**config.mk**
```make
export PLATFORM = sky130hd
export DESIGN_NAME = http2_header_field_validator
export DESIGN_NICKNAME = d
export VERILOG_FILES = /design/src/hdl/hhfv_pkg.sv /design/src/hdl/hhfv_front.sv /design/src/hdl/hhfv_queue.sv /design/src/hdl/hhfv_back.sv /design/src/hdl/http2_header_field_validator.sv
export SDC_FILE = /design/constraint.sdc
export NUM_CORES = 1
export LEC_CHECK = 0
export BUFFER_PORTS_ARGS = -buffer_cell sky130_fd_sc_hd__buf_2
export CORE_MARGIN = 4
export CORE_UTILIZATION = 58
export DETAILED_ROUTE_END_ITERATION = 16
export PLACE_DENSITY = 0.76
export SYNTH_ARGS = -nofsm -noshare
export SYNTH_HDL_FRONTEND = slang
export SYNTH_SLANG_ARGS = --single-unit
export TNS_END_PERCENT = 100
```
**constraint.sdc**
```tcl
create_clock -name clk_i -period 3.2 [get_ports clk_i]
set_input_delay 0.48 -clock clk_i [delete_from_list [all_inputs] [get_ports clk_i]]
set_output_delay 0.48 -clock clk_i [all_outputs]
set_load 0.05 [all_outputs]
```
**src/hdl/hhfv_pkg.sv**
```systemverilog
// Shared types, command and fault codes, and name tables for the header field validator.
// Used by every module under hdl/; depends on nothing.
package hhfv_pkg;

  localparam int unsigned QUEUE_DEPTH = 2;

  // Command codes
  localparam logic [1:0] CMD_NAME  = 2'd0;
  localparam logic [1:0] CMD_VALUE = 2'd1;
  localparam logic [1:0] CMD_END   = 2'd2;

  // Fault codes, lowest wins
  localparam logic [2:0] FAULT_OK         = 3'd0;
  localparam logic [2:0] FAULT_NAME_CHAR  = 3'd1;
  localparam logic [2:0] FAULT_VALUE_CHAR = 3'd2;
  localparam logic [2:0] FAULT_EDGE_WS    = 3'd3;
  localparam logic [2:0] FAULT_CONN_HDR   = 3'd4;
  localparam logic [2:0] FAULT_TE_VALUE   = 3'd5;

  localparam int unsigned CONN_COUNT    = 8;
  localparam int unsigned TE_SLOT       = 4;
  localparam int unsigned CONN_STR_W    = 19 * 8;
  localparam logic [4:0]  NAME_POS_MAX  = 5'd31;
  localparam logic [3:0]  VALUE_POS_MAX = 4'd15;
  localparam logic [3:0]  TRAILERS_LEN  = 4'd8;

  typedef struct packed {
    logic [1:0] cmd;
    logic [7:0] data_byte;
  } in_item_t;

  typedef struct packed {
    logic       field_ok;
    logic [2:0] fault_code;
  } out_item_t;

  // One classified beat as it travels through the queue
  typedef struct packed {
    logic [1:0] cmd;
    logic [7:0] data_byte;
    logic       name_bad;
    logic       is_colon;
    logic       is_ws;
    logic       value_bad;
  } class_t;

  function automatic logic [4:0] conn_len(input logic [2:0] slot);
    logic [4:0] len;
    unique case (slot)
      3'd0:    len = 5'd10;
      3'd1:    len = 5'd10;
      3'd2:    len = 5'd18;
      3'd3:    len = 5'd19;
      3'd4:    len = 5'd2;
      3'd5:    len = 5'd8;
      3'd6:    len = 5'd17;
      default: len = 5'd7;
    endcase
    return len;
  endfunction

  // Byte at position pos of listed name slot; zero past its end
  function automatic logic [7:0] conn_char(input logic [2:0] slot, input logic [4:0] pos);
    logic [CONN_STR_W-1:0] s;
    logic [4:0]            len;
    logic [7:0]            ch;
    len = conn_len(slot);
    unique case (slot)
      3'd0:    s = CONN_STR_W'("connection");
      3'd1:    s = CONN_STR_W'("keep-alive");
      3'd2:    s = CONN_STR_W'("proxy-authenticate");
      3'd3:    s = CONN_STR_W'("proxy-authorization");
      3'd4:    s = CONN_STR_W'("te");
      3'd5:    s = CONN_STR_W'("trailers");
      3'd6:    s = CONN_STR_W'("transfer-encoding");
      default: s = CONN_STR_W'("upgrade");
    endcase
    ch = 8'h00;
    if (pos < len) begin
      ch = s[8 * (int'(len) - 1 - int'(pos)) +: 8];
    end
    return ch;
  endfunction

  function automatic logic [7:0] trailers_char(input logic [2:0] pos);
    logic [63:0] s;
    s = 64'("trailers");
    return s[8 * (7 - int'(pos)) +: 8];
  endfunction

endpackage

```
**src/hdl/hhfv_front.sv**
```systemverilog
// Front end: takes input beats, drops unused commands and classifies each byte.
// Depends on hhfv_pkg; feeds hhfv_queue.
module hhfv_front (
  input  logic                in_valid_i,
  input  hhfv_pkg::in_item_t  in_item_i,
  input  logic                q_full_i,
  output logic                in_stall_o,
  output logic                push_o,
  output hhfv_pkg::class_t    push_item_o
);

  logic [7:0] c;
  logic       known_cmd;

  assign c         = in_item_i.data_byte;
  assign known_cmd = (in_item_i.cmd == hhfv_pkg::CMD_NAME) ||
                     (in_item_i.cmd == hhfv_pkg::CMD_VALUE) ||
                     (in_item_i.cmd == hhfv_pkg::CMD_END);

  assign in_stall_o = q_full_i;
  // Drop the unused command at the door
  assign push_o     = in_valid_i && !q_full_i && known_cmd;

  always_comb begin
    push_item_o.cmd       = in_item_i.cmd;
    push_item_o.data_byte = c;
    push_item_o.name_bad  = (c <= 8'h20) || ((c >= 8'h41) && (c <= 8'h5A)) || (c >= 8'h7F);
    push_item_o.is_colon  = (c == 8'h3A);
    push_item_o.is_ws     = (c == 8'h20) || (c == 8'h09);
    push_item_o.value_bad = (c == 8'h00) || (c == 8'h0D) || (c == 8'h0A);
  end

endmodule

```
**src/hdl/hhfv_queue.sv**
```systemverilog
// Short FIFO of classified beats between the front end and the checker.
// Depends on hhfv_pkg for the entry type.
module hhfv_queue #(
  parameter int unsigned Depth = hhfv_pkg::QUEUE_DEPTH
) (
  input  logic             clk_i,
  input  logic             rst_ni,
  input  logic             push_i,
  input  hhfv_pkg::class_t push_item_i,
  input  logic             pop_i,
  output logic             full_o,
  output logic             valid_o,
  output hhfv_pkg::class_t head_o
);

  localparam int unsigned PtrW = (Depth > 1) ? $clog2(Depth) : 1;
  localparam int unsigned CntW = $clog2(Depth + 1);
  localparam logic [PtrW-1:0] LastPtr = PtrW'(Depth - 1);
  localparam logic [CntW-1:0] FullCnt = CntW'(Depth);

  hhfv_pkg::class_t entries_q [Depth];
  logic [PtrW-1:0]  wr_ptr_q, wr_ptr_d, rd_ptr_q, rd_ptr_d;
  logic [CntW-1:0]  count_q, count_d;
  logic             do_push, do_pop;

  assign full_o  = (count_q == FullCnt);
  assign valid_o = (count_q != '0);
  assign head_o  = entries_q[rd_ptr_q];
  assign do_push = push_i && !full_o;
  assign do_pop  = pop_i && valid_o;

  always_comb begin
    wr_ptr_d = wr_ptr_q;
    rd_ptr_d = rd_ptr_q;
    count_d  = count_q;
    if (do_push) begin
      wr_ptr_d = (wr_ptr_q == LastPtr) ? '0 : wr_ptr_q + 1'b1;
    end
    if (do_pop) begin
      rd_ptr_d = (rd_ptr_q == LastPtr) ? '0 : rd_ptr_q + 1'b1;
    end
    if (do_push && !do_pop) begin
      count_d = count_q + 1'b1;
    end else if (do_pop && !do_push) begin
      count_d = count_q - 1'b1;
    end
  end

  always_ff @(posedge clk_i or negedge rst_ni) begin
    if (!rst_ni) begin
      wr_ptr_q <= '0;
      rd_ptr_q <= '0;
      count_q  <= '0;
    end else begin
      wr_ptr_q <= wr_ptr_d;
      rd_ptr_q <= rd_ptr_d;
      count_q  <= count_d;
    end
  end

  always_ff @(posedge clk_i) begin
    if (do_push) begin
      entries_q[wr_ptr_q] <= push_item_i;
    end
  end

endmodule

```
**src/hdl/hhfv_back.sv**
```systemverilog
// Checker: folds classified beats into per-field state and registers one verdict per field.
// Depends on hhfv_pkg; drains hhfv_queue.
module hhfv_back (
  input  logic                clk_i,
  input  logic                rst_ni,
  input  logic                q_valid_i,
  input  hhfv_pkg::class_t    q_head_i,
  output logic                q_pop_o,
  output logic                out_valid_o,
  input  logic                out_stall_i,
  output hhfv_pkg::out_item_t out_item_o
);

  logic [4:0] name_pos_q, name_pos_d;
  logic       name_fault_q, name_fault_d;
  logic [7:0] match_q, match_d;
  logic [3:0] value_pos_q, value_pos_d;
  logic       value_fault_q, value_fault_d;
  logic       lead_ws_q, lead_ws_d;
  logic       last_ws_q, last_ws_d;
  logic       trl_match_q, trl_match_d;
  logic       out_valid_q, out_valid_d;
  hhfv_pkg::out_item_t out_item_q, out_item_d;

  logic       out_free, is_end, take;
  logic [7:0] c;
  logic [7:0] name_keep;
  logic       conn_hit, is_te;
  logic [2:0] code;

  assign c        = q_head_i.data_byte;
  assign out_free = !out_valid_q || !out_stall_i;
  assign is_end   = (q_head_i.cmd == hhfv_pkg::CMD_END);
  // Hold an end beat until the result register can take its verdict
  assign take     = q_valid_i && (!is_end || out_free);
  assign q_pop_o  = take;

  always_comb begin
    for (int i = 0; i < hhfv_pkg::CONN_COUNT; i++) begin
      name_keep[i] = match_q[i] && (name_pos_q < hhfv_pkg::conn_len(3'(i))) &&
                     (c == hhfv_pkg::conn_char(3'(i), name_pos_q));
    end
  end

  always_comb begin
    conn_hit = 1'b0;
    for (int i = 0; i < hhfv_pkg::CONN_COUNT; i++) begin
      if ((i != hhfv_pkg::TE_SLOT) && match_q[i] &&
          (name_pos_q == hhfv_pkg::conn_len(3'(i)))) begin
        conn_hit = 1'b1;
      end
    end
    is_te = match_q[hhfv_pkg::TE_SLOT] &&
            (name_pos_q == hhfv_pkg::conn_len(3'(hhfv_pkg::TE_SLOT)));
  end

  always_comb begin
    priority if (name_fault_q) begin
      code = hhfv_pkg::FAULT_NAME_CHAR;
    end else if (value_fault_q) begin
      code = hhfv_pkg::FAULT_VALUE_CHAR;
    end else if ((value_pos_q != '0) && (lead_ws_q || last_ws_q)) begin
      code = hhfv_pkg::FAULT_EDGE_WS;
    end else if (conn_hit) begin
      code = hhfv_pkg::FAULT_CONN_HDR;
    end else if (is_te && (value_pos_q != '0) &&
                 !(trl_match_q && (value_pos_q == hhfv_pkg::TRAILERS_LEN))) begin
      code = hhfv_pkg::FAULT_TE_VALUE;
    end else begin
      code = hhfv_pkg::FAULT_OK;
    end
  end

  always_comb begin
    name_pos_d    = name_pos_q;
    name_fault_d  = name_fault_q;
    match_d       = match_q;
    value_pos_d   = value_pos_q;
    value_fault_d = value_fault_q;
    lead_ws_d     = lead_ws_q;
    last_ws_d     = last_ws_q;
    trl_match_d   = trl_match_q;
    out_valid_d   = out_valid_q && out_stall_i;
    out_item_d    = out_item_q;
    if (take) begin
      unique case (q_head_i.cmd)
        hhfv_pkg::CMD_NAME: begin
          if (q_head_i.name_bad || (q_head_i.is_colon && (name_pos_q != '0))) begin
            name_fault_d = 1'b1;
          end
          match_d    = name_keep;
          name_pos_d = (name_pos_q == hhfv_pkg::NAME_POS_MAX) ? name_pos_q
                                                              : name_pos_q + 1'b1;
        end
        hhfv_pkg::CMD_VALUE: begin
          if (q_head_i.value_bad) begin
            value_fault_d = 1'b1;
          end
          if (value_pos_q == '0) begin
            lead_ws_d = q_head_i.is_ws;
          end
          last_ws_d = q_head_i.is_ws;
          if (!((value_pos_q < hhfv_pkg::TRAILERS_LEN) &&
                (c == hhfv_pkg::trailers_char(value_pos_q[2:0])))) begin
            trl_match_d = 1'b0;
          end
          value_pos_d = (value_pos_q == hhfv_pkg::VALUE_POS_MAX) ? value_pos_q
                                                                 : value_pos_q + 1'b1;
        end
        default: begin
          // End of field: register the verdict and clear for the next field
          out_valid_d           = 1'b1;
          out_item_d.field_ok   = (code == hhfv_pkg::FAULT_OK);
          out_item_d.fault_code = code;
          name_pos_d    = '0;
          name_fault_d  = 1'b0;
          match_d       = '1;
          value_pos_d   = '0;
          value_fault_d = 1'b0;
          lead_ws_d     = 1'b0;
          last_ws_d     = 1'b0;
          trl_match_d   = 1'b1;
        end
      endcase
    end
  end

  always_ff @(posedge clk_i or negedge rst_ni) begin
    if (!rst_ni) begin
      name_pos_q    <= '0;
      name_fault_q  <= 1'b0;
      match_q       <= '1;
      value_pos_q   <= '0;
      value_fault_q <= 1'b0;
      lead_ws_q     <= 1'b0;
      last_ws_q     <= 1'b0;
      trl_match_q   <= 1'b1;
      out_valid_q   <= 1'b0;
    end else begin
      name_pos_q    <= name_pos_d;
      name_fault_q  <= name_fault_d;
      match_q       <= match_d;
      value_pos_q   <= value_pos_d;
      value_fault_q <= value_fault_d;
      lead_ws_q     <= lead_ws_d;
      last_ws_q     <= last_ws_d;
      trl_match_q   <= trl_match_d;
      out_valid_q   <= out_valid_d;
    end
  end

  always_ff @(posedge clk_i) begin
    out_item_q <= out_item_d;
  end

  assign out_valid_o = out_valid_q;
  assign out_item_o  = out_item_q;

endmodule

```
**src/hdl/http2_header_field_validator.sv**
```systemverilog
// Top level of the HTTP/2 header field validator: front end, beat queue and checker.
// Depends on hhfv_pkg, hhfv_front, hhfv_queue and hhfv_back.
//
//   channel | direction | handshake             | beat
//   --------+-----------+-----------------------+----------------------------------
//   in      | sink      | in_valid_i/in_stall_o   | in_item_i  (cmd, data_byte)
//   out     | source    | out_valid_o/out_stall_i | out_item_o (field_ok, fault_code)
//
// One beat per cycle is accepted while the beat queue is not full; each byte only updates
// flags and match bits. After its end beat is accepted, a verdict passes through the queue
// entry and then into the result register.
// in_stall_o rises only when the beat queue is full: an end beat waits at the queue head while
// out_stall_i holds the result register, and the beats behind it fill the QueueDepth entries.
// Reset clears the queue, the field state and the result valid; no clearing pass.
module http2_header_field_validator #(
  parameter int unsigned QueueDepth = hhfv_pkg::QUEUE_DEPTH
) (
  input  logic                clk_i,
  input  logic                rst_ni,
  input  logic                in_valid_i,
  output logic                in_stall_o,
  input  hhfv_pkg::in_item_t  in_item_i,
  output logic                out_valid_o,
  input  logic                out_stall_i,
  output hhfv_pkg::out_item_t out_item_o
);

  logic             q_full, q_push, q_pop, q_valid;
  hhfv_pkg::class_t q_push_item, q_head;

  hhfv_front u_front (
    .in_valid_i  (in_valid_i),
    .in_item_i   (in_item_i),
    .q_full_i    (q_full),
    .in_stall_o  (in_stall_o),
    .push_o      (q_push),
    .push_item_o (q_push_item)
  );

  hhfv_queue #(
    .Depth (QueueDepth)
  ) u_queue (
    .clk_i       (clk_i),
    .rst_ni      (rst_ni),
    .push_i      (q_push),
    .push_item_i (q_push_item),
    .pop_i       (q_pop),
    .full_o      (q_full),
    .valid_o     (q_valid),
    .head_o      (q_head)
  );

  hhfv_back u_back (
    .clk_i       (clk_i),
    .rst_ni      (rst_ni),
    .q_valid_i   (q_valid),
    .q_head_i    (q_head),
    .q_pop_o     (q_pop),
    .out_valid_o (out_valid_o),
    .out_stall_i (out_stall_i),
    .out_item_o  (out_item_o)
  );

endmodule

```
==> results of run 1 <==
-- layout by cell type (no fill, tap or decap), drive strengths merged, types with 6 or more instances in the layout --
| master | synthesis | final |
|---|---|---|
| o41ai | 6 | 6 |
| buf | 29 | 56 |
| o22ai | 8 | 8 |
| nor2 | 60 | 60 |
| dfrtp | 18 | 18 |
| xnor2 | 41 | 41 |
| nor2b | 6 | 6 |
| nor3 | 26 | 26 |
| a21o | 7 | 7 |
| a31oi | 6 | 6 |
| inv | 17 | 19 |
| nand3 | 34 | 34 |
| clkbuf | 16 | 9 |
| mux2i | 16 | 16 |
| xor2 | 9 | 9 |
| a211oi | 6 | 6 |
| nand4 | 6 | 6 |
| o31ai | 8 | 8 |
| mux2 | 11 | 11 |
| nand2 | 46 | 46 |
| o21ai | 50 | 50 |
| edfxtp | 32 | 32 |
| a21oi | 43 | 43 |
| nor4 | 9 | 9 |
| ha | 20 | 20 |
| nand2b | 14 | 14 |
| and3 | 7 | 7 |
| dfstp | 9 | 9 |
-- where the power goes --
group | leakage, nW | total, W | internal (W) | switching, W
sequential | 0.628 | 0.00130 | 0.00110 | 0.000201
combinational | 1.54 | 0.00378 | 0.00147 | 0.00231
clock | 0.0962 | 0.000692 | 0.000364 | 0.000327
total | 2.26 | 0.00577 | 0.00294 | 0.00284
-- final cells by class --
cell class	count	area [µm²]	area share, %
Inverter	20	75.1	1.26
Timing Repair Buffer	56	373	6.23
Tap cell	129	161	2.70
Sequential cell	59	1650	27.6
Multi-Input combinational cell	525	3520	58.9
Clock inverter	7	76.3	1.28
Clock buffer	9	124	2.07
-- worst register-to-register path: stages (launching register included) --
cell	delay, ns
dfrtp_1	0.42
clkinv_1	0.16
ha_1	0.37
or3_1	0.52
a2111o_1	0.46
a311oi_2	0.30
xnor2_1	0.16
o21ai_1	0.09
nor4_1	0.19
a2bb2oi_1	0.18
-- sequential cells by signal, indices dropped and copies added (netlist names) --
register / count
u_back.match_q: 8
u_queue.rd_ptr_q: 1
u_back.out_valid_o: 1
u_back.out_item_o: 4
u_back.value_pos_q: 4
u_back.trl_match_q: 1
u_back.last_ws_q: 1
u_back.lead_ws_q: 1
u_queue.wr_ptr_q: 1
u_back.name_pos_q: 5
u_back.value_fault_q: 1
u_queue.entries_q: 28
u_queue.count_q: 2
u_back.name_fault_q: 1
-- kinds of logic after synthesis --
family	after synthesis	synth area share [%]
fa+ha+maj	20	4.53
mux	27	5.15
compound gates	192	23.5
xor+xnor	51	8.84
buf+inv	65	6.42
simple gates	235	21.7
flops	59	29.9
-- stage by stage --
stage | total power (W) | instance area [µm²] | util, % | setup slack, ns | hold slack [ns]
detailed placement | 0.00498 | 5780 | 62.5 | 0.231 | 0.488
global placement | 0.00488 | 5780 | 62.5 | 0.314 | 0.475
finish | 0.00577 | 5980 | 64.7 | 0.288 | 0.180
CTS | 0.00569 | 5980 | 64.7 | 0.217 | 0.191
floorplan | 0.00412 | 5520 | - | 0.00460 | 0.184
global route | 0.00617 | 5980 | 64.7 | 0.0984 | 0.214
-- final timing paths --
check | from | end | cells after the start
max in group asynchronous | rst_ni | u_queue.count_q[1]$_DFFE_PN0P_ | 1
hold / removal | rst_ni | u_back.name_pos_q[1]$_DFFE_PN0P_ | 1
hold reg to reg | u_queue.count_q[1]$_DFFE_PN0P_ | u_queue.count_q[1]$_DFFE_PN0P_ | 1
min in group clk_i | in_item_i[9] | u_queue.entries_q[0][13]$_DFFE_PP_ | 1
setup reg to reg | u_back.name_pos_q[1]$_DFFE_PN0P_ | u_back.match_q[3]$_DFFE_PN1P_ | 9
setup / recovery | u_back.name_pos_q[1]$_DFFE_PN0P_ | u_back.match_q[3]$_DFFE_PN1P_ | 9
-- per-layer routing --
metal,global-route usage [%],wire (µm),vias to the layer above
met4,10.6,439,0
met1,38.5,6520,2556
met2,46.9,7520,320
met5,0,0,-
met3,6.31,1640,48
li1,-,-,2472
==> impl_metrics.toml, run 1 <==
[outcome]
outcome = "finished, final reports clean"

[detailed_routing]
vias = 5396
ant_nets = 0
drt-total-wl_um = 16100
drt-initial-drc-count = 515
drc = 0
post_drt_wl_per_cell_um = 20.0
dr.pass1.iters = 6
post_drt_via_cell_ratio = 6.70

[power_and_ir_drop]
peakVddDrop_uv = 463
leakagePower_nw = 2.26
power.density_nw_per_um2 = 965

[global_routing]
grt_pass1_vias = 5099
grt_pass1_wl_um = 26100
grt_overflow = 0
grt_max_degree = 28
gr-usage-all-layers_pct = 29.1
antenna_found_initial = 0

[critical_path]
cp.required_ns = 3.47
path_max_fanout = 8
setup.worst_path.class = "register to register"
cp_slowest_cell = "or3_1"
startpoint_type = "register"
crit_arrival_ns = 3.18
critical-path-top-delay-family = "compound AO/OA/AOI/OAI gates"
r2r_setup_slack_ns = 0.29
worstPathCellList = "clkinv_1, ha_1, or3_1, a2111o_1, a311oi_2, xnor2_1, o21ai_1, nor4_1, a2bb2oi_1"
crit_buf_inv = 1
cp-end-kind = "register"
slowest_delay_ns = 0.52

[timing]
fin_setup_tns_ns = 0
max_freq_mhz = 343
hold_violations = 0
skew_ns = 0.00814
fin_crit_ns = 2.91
worstMarginPinSlew_ns = 0.995
max_slew_margin_pct = 31.8
grt_setup_unrepaired = "false"
maxSlewViolCount = 0
setup_violations = 0
period_share_pct = 91.0

[die]
dieArea_um2 = 11100
row_count = 35
die_h_um = 106
pin_count = 20
core_um2 = 9240
fp.dieW_um = 106
start_util_pct = 59.7

[finish]
nFillCells = 787
layoutNonFillerInstCount = 805
antenna_cells = 0
syn2layout_area_growth_pct = 8.37
drive_gt1_share_pct = 17.3
nets = 705

[placement]
io_buffers = 19
dp_cells = 789
gp_congestion = 1.01
hpwlAfterDp_um = 11700

[run]
maxCapViolations = 0

[cts]
htreeDepth = 3
postCtsSetupRepairBufs = 0
clockRootBuffer = "clkbuf_8"
numCtsBuffers = 9
cts_tree = "done"
cts.path.max_buffers = 2
cts-resized-gates = 0
cts.sinks = 59
holdBufCountCts = 0
insertion_delay_ns = 0.34
clkTransAtPathRegs_ns = 0.08

[logic_synthesis]
synth.distinct_cells = 84
yosysWarningCount = 0
synth_top_area_share_pct = 17.4
synthArstFlopShare_pct = 45.8
syn_area_per_cell_um2 = 8.50
yosys-top-cells-area = "edfxtp_1 17%, dfrtp_1 8.2%, xnor2_1 6.2%, ha_1 4.5%, dfstp_2 4.3%"
yosysMostFrequentCell = "nor2_1"
syn_inst = 649
syn_area_um2 = 5520
synth_top_area_cell = "edfxtp_1"
synth-edff-count = 32
synth_commonest_cells = "60 x nor2_1, 46 x nand2_1, 46 x o21ai_0"
yosys_register_bits = 59
synth_ff_type = "edfxtp_1"
yosysSeqAreaShare_pct = 29.9
syn_nets = 683

[worst_hold_path]
hold_class = "input port to async pin"
Note: power is estimated with default switching activity, not from simulation.
==> run 2, diff against run 1 <==
--- a/config.mk
+++ b/config.mk
@@ -7,7 +7,7 @@
 export LEC_CHECK = 0
 export BUFFER_PORTS_ARGS = -buffer_cell sky130_fd_sc_hd__buf_2
 export CORE_MARGIN = 4
-export CORE_UTILIZATION = 58
+export CORE_UTILIZATION = 60
 export DETAILED_ROUTE_END_ITERATION = 16
 export PLACE_DENSITY = 0.76
 export SYNTH_ARGS = -nofsm -noshare
==> constraint.sdc (replaced) <==
create_clock -name clk_i -period 3 [get_ports clk_i]
set_input_delay 0.45 -clock clk_i [delete_from_list [all_inputs] [get_ports clk_i]]
set_output_delay 0.45 -clock clk_i [all_outputs]
set_load 0.05 [all_outputs]
==> run 2 against run 1 <==
Flip-flop and latch count is the same; global-route usage grew 1.7 points; combinational power up 12%; non-clock buffer count up 15; die area down 3.1%; critical endpoint is now u_back.match_q[0]$_DFFE_PN1P_.
==> impl_metrics.toml, run 2 (synthesis results as in run 1) <==
[outcome]
outcome = "finished, final reports clean"

[power_and_ir_drop]
leakagePower_nw = 2.33
power.density_nw_per_um2 = 1040
p_total_w = 0.00633
peakVddDrop_uv = 540

[timing]
fin_crit_ns = 2.87
max_freq_mhz = 349
grt_setup_unrepaired = "true"
max_slew_margin_pct = 34.3
whs_ns = 0.148
timing.final.ws_setup_ns = 0.132
worstMarginPinSlew_ns = 0.958
skew_ns = 0.0149
maxSlewViolCount = 0
period_share_pct = 95.6
setup_violations = 0
hold_violations = 0

[die]
fp.dieW_um = 104
die_h_um = 104
start_util_pct = 62.4
dieArea_um2 = 10800
pin_count = 20
core_um2 = 8850
row_count = 34

[global_routing]
grt_overflow = 0
grt_max_degree = 28
antenna_found_initial = 0
grt_pass1_wl_um = 26800
grt_pass1_vias = 5169
gr-usage-all-layers_pct = 30.9

[critical_path]
crit_cells = 9
cp.required_ns = 3.29
cp-startpoint = "u_back.name_pos_q[4]$_DFFE_PN0P_"
critical-path-top-delay-family = "simple AND/OR/NAND/NOR gates"
regToRegStartpoint = "u_back.name_pos_q[4]$_DFFE_PN0P_"
reg2reg_depth = 9
setup.worst_path.class = "register to register"
r2r_setup_slack_ns = 0.13
critPathCapture = "u_back.match_q[0]$_DFFE_PN1P_"
reg2reg_to = "u_back.match_q[0]$_DFFE_PN1P_"
cp-end-kind = "register"
worstPathCellList = "clkinv_1, ha_1, nor2b_1, or4_1, nor2_2, xnor2_1, nand3_1, nor4_1, a221o_1"
cp_slowest_cell = "or4_1"
slowest_delay_ns = 0.54
crit_arrival_ns = 3.15
path_max_fanout = 6
crit_buf_inv = 1
startpoint_type = "register"

[finish]
drive_gt1_share_pct = 20.1
largest_reg_flops = 28
layoutNonFillerInstCount = 799
final_cell_mix = "59 x nor2_1, 52 x buf_4, 46 x nand2_1, 46 x o21ai_0, 42 x a21oi_1"
nets = 720
nFillCells = 718
syn2layout_area_growth_pct = 10.0
final_common_cell = "nor2_1"
regMostFlops = "u_queue.entries_q"
reg_top3 = "u_queue.entries_q x28, u_back.match_q x8, u_back.name_pos_q x5"
antenna_cells = 0
post-route-util_pct = 68.6

[detailed_routing]
dr.pass1.iters = 6
ant_nets = 0
drt-total-wl_um = 16800
post_drt_via_cell_ratio = 6.84
drc = 0
drt-initial-drc-count = 537
post_drt_wl_per_cell_um = 21.1
vias = 5468

[cts]
numCtsBuffers = 9
htreeDepth = 3
clkTransAtPathRegs_ns = 0.08
cts.path.max_buffers = 2
postCtsSetupRepairBufs = 0
cts.sinks = 59
insertion_delay_ns = 0.35
cts_tree = "done"
clockRootBuffer = "clkbuf_8"

[worst_hold_path]
hold_class = "input port to async pin"

[placement]
io_buffers = 19
dp_slack_ns = 0.0312
hpwlAfterDp_um = 12200
gp_congestion = 1.05
dp_cells = 783

[run]
maxCapViolations = 0
run 2: cell types whose count changed in the layout (fill, tap and decap cells not counted), sizes merged:
cell / previous run / this run
bufinv: 1 / 0
inv: 19 / 18
clkinvlp: 2 / 1
clkinv: 5 / 8
buf: 56 / 71
run 2: timing repair:
| action | 4_1_cts | 5_1_grt |
|---|---|---|
| endpoints found under the setup margin | 2 | 5 |
| hold buffers | 0 | 0 |
| gates resized for setup | 2 | 7 |
| cloned | 0 | 0 |
run 2: area by class of cell:
cell class                 count  area, µm²  area share [%]
clock buffer                   9        124            2.04
tap                          108        135            2.23
multi-input combinational    525       3550            58.5
timing repair buffer          71        485            8.00
inverter                      20       75.1            1.24
clock inverter                 7       52.6           0.865
sequential                    59       1650            27.2
run 2: worst min-delay path by stage:
| stage | start | end | slack, ns | cells after the start |
|---|---|---|---|---|
| final | rst_ni | u_back.value_pos_q[1]$_DFFE_PN0P_ | 0.15 | 1 |
| after global routing | rst_ni | u_back.value_pos_q[1]$_DFFE_PN0P_ | 0.19 | 1 |
| after CTS | rst_ni | u_back.value_pos_q[1]$_DFFE_PN0P_ | 0.16 | 1 |
| after detailed placement | u_back.last_ws_q$_DFFE_PN0P_ | u_back.last_ws_q$_DFFE_PN0P_ | 0.50 | 1 |
| after global placement | u_queue.wr_ptr_q$_DFFE_PN0P_ | u_queue.wr_ptr_q$_DFFE_PN0P_ | 0.47 | 1 |
| after floorplan | rst_ni | u_back.last_ws_q$_DFFE_PN0P_ | 0.15 | 0 |
run 2: stage by stage:
step                setup TNS [ns]  instance area [µm²]
global route               -0.0782                 6070
CTS                              0                 6050
finish                           0                 6070
global placement                 0                 5860
detailed placement               0                 5860
floorplan                        0                 5520
run 2: report_power, final:
part           leakage [nW]  switching [W]  internal, W  total (W)
combinational          1.62        0.00255      0.00170    0.00425
sequential            0.626       0.000222      0.00117    0.00140
clock                0.0896       0.000380     0.000303   0.000683
run 2: routing by layer:
layer / vias to the layer above / share of wire (%) / routed length (µm) / GRT usage (%)
met3: 62 / 10 / 1700 / 7.26
met1: 2604 / 41 / 6890 / 40.8
met2: 309 / 45 / 7520 / 48.2
li1: 2493 / - / - / -
met5: - / 0 / 0 / 0
met4: 0 / 4.3 / 728 / 13.5
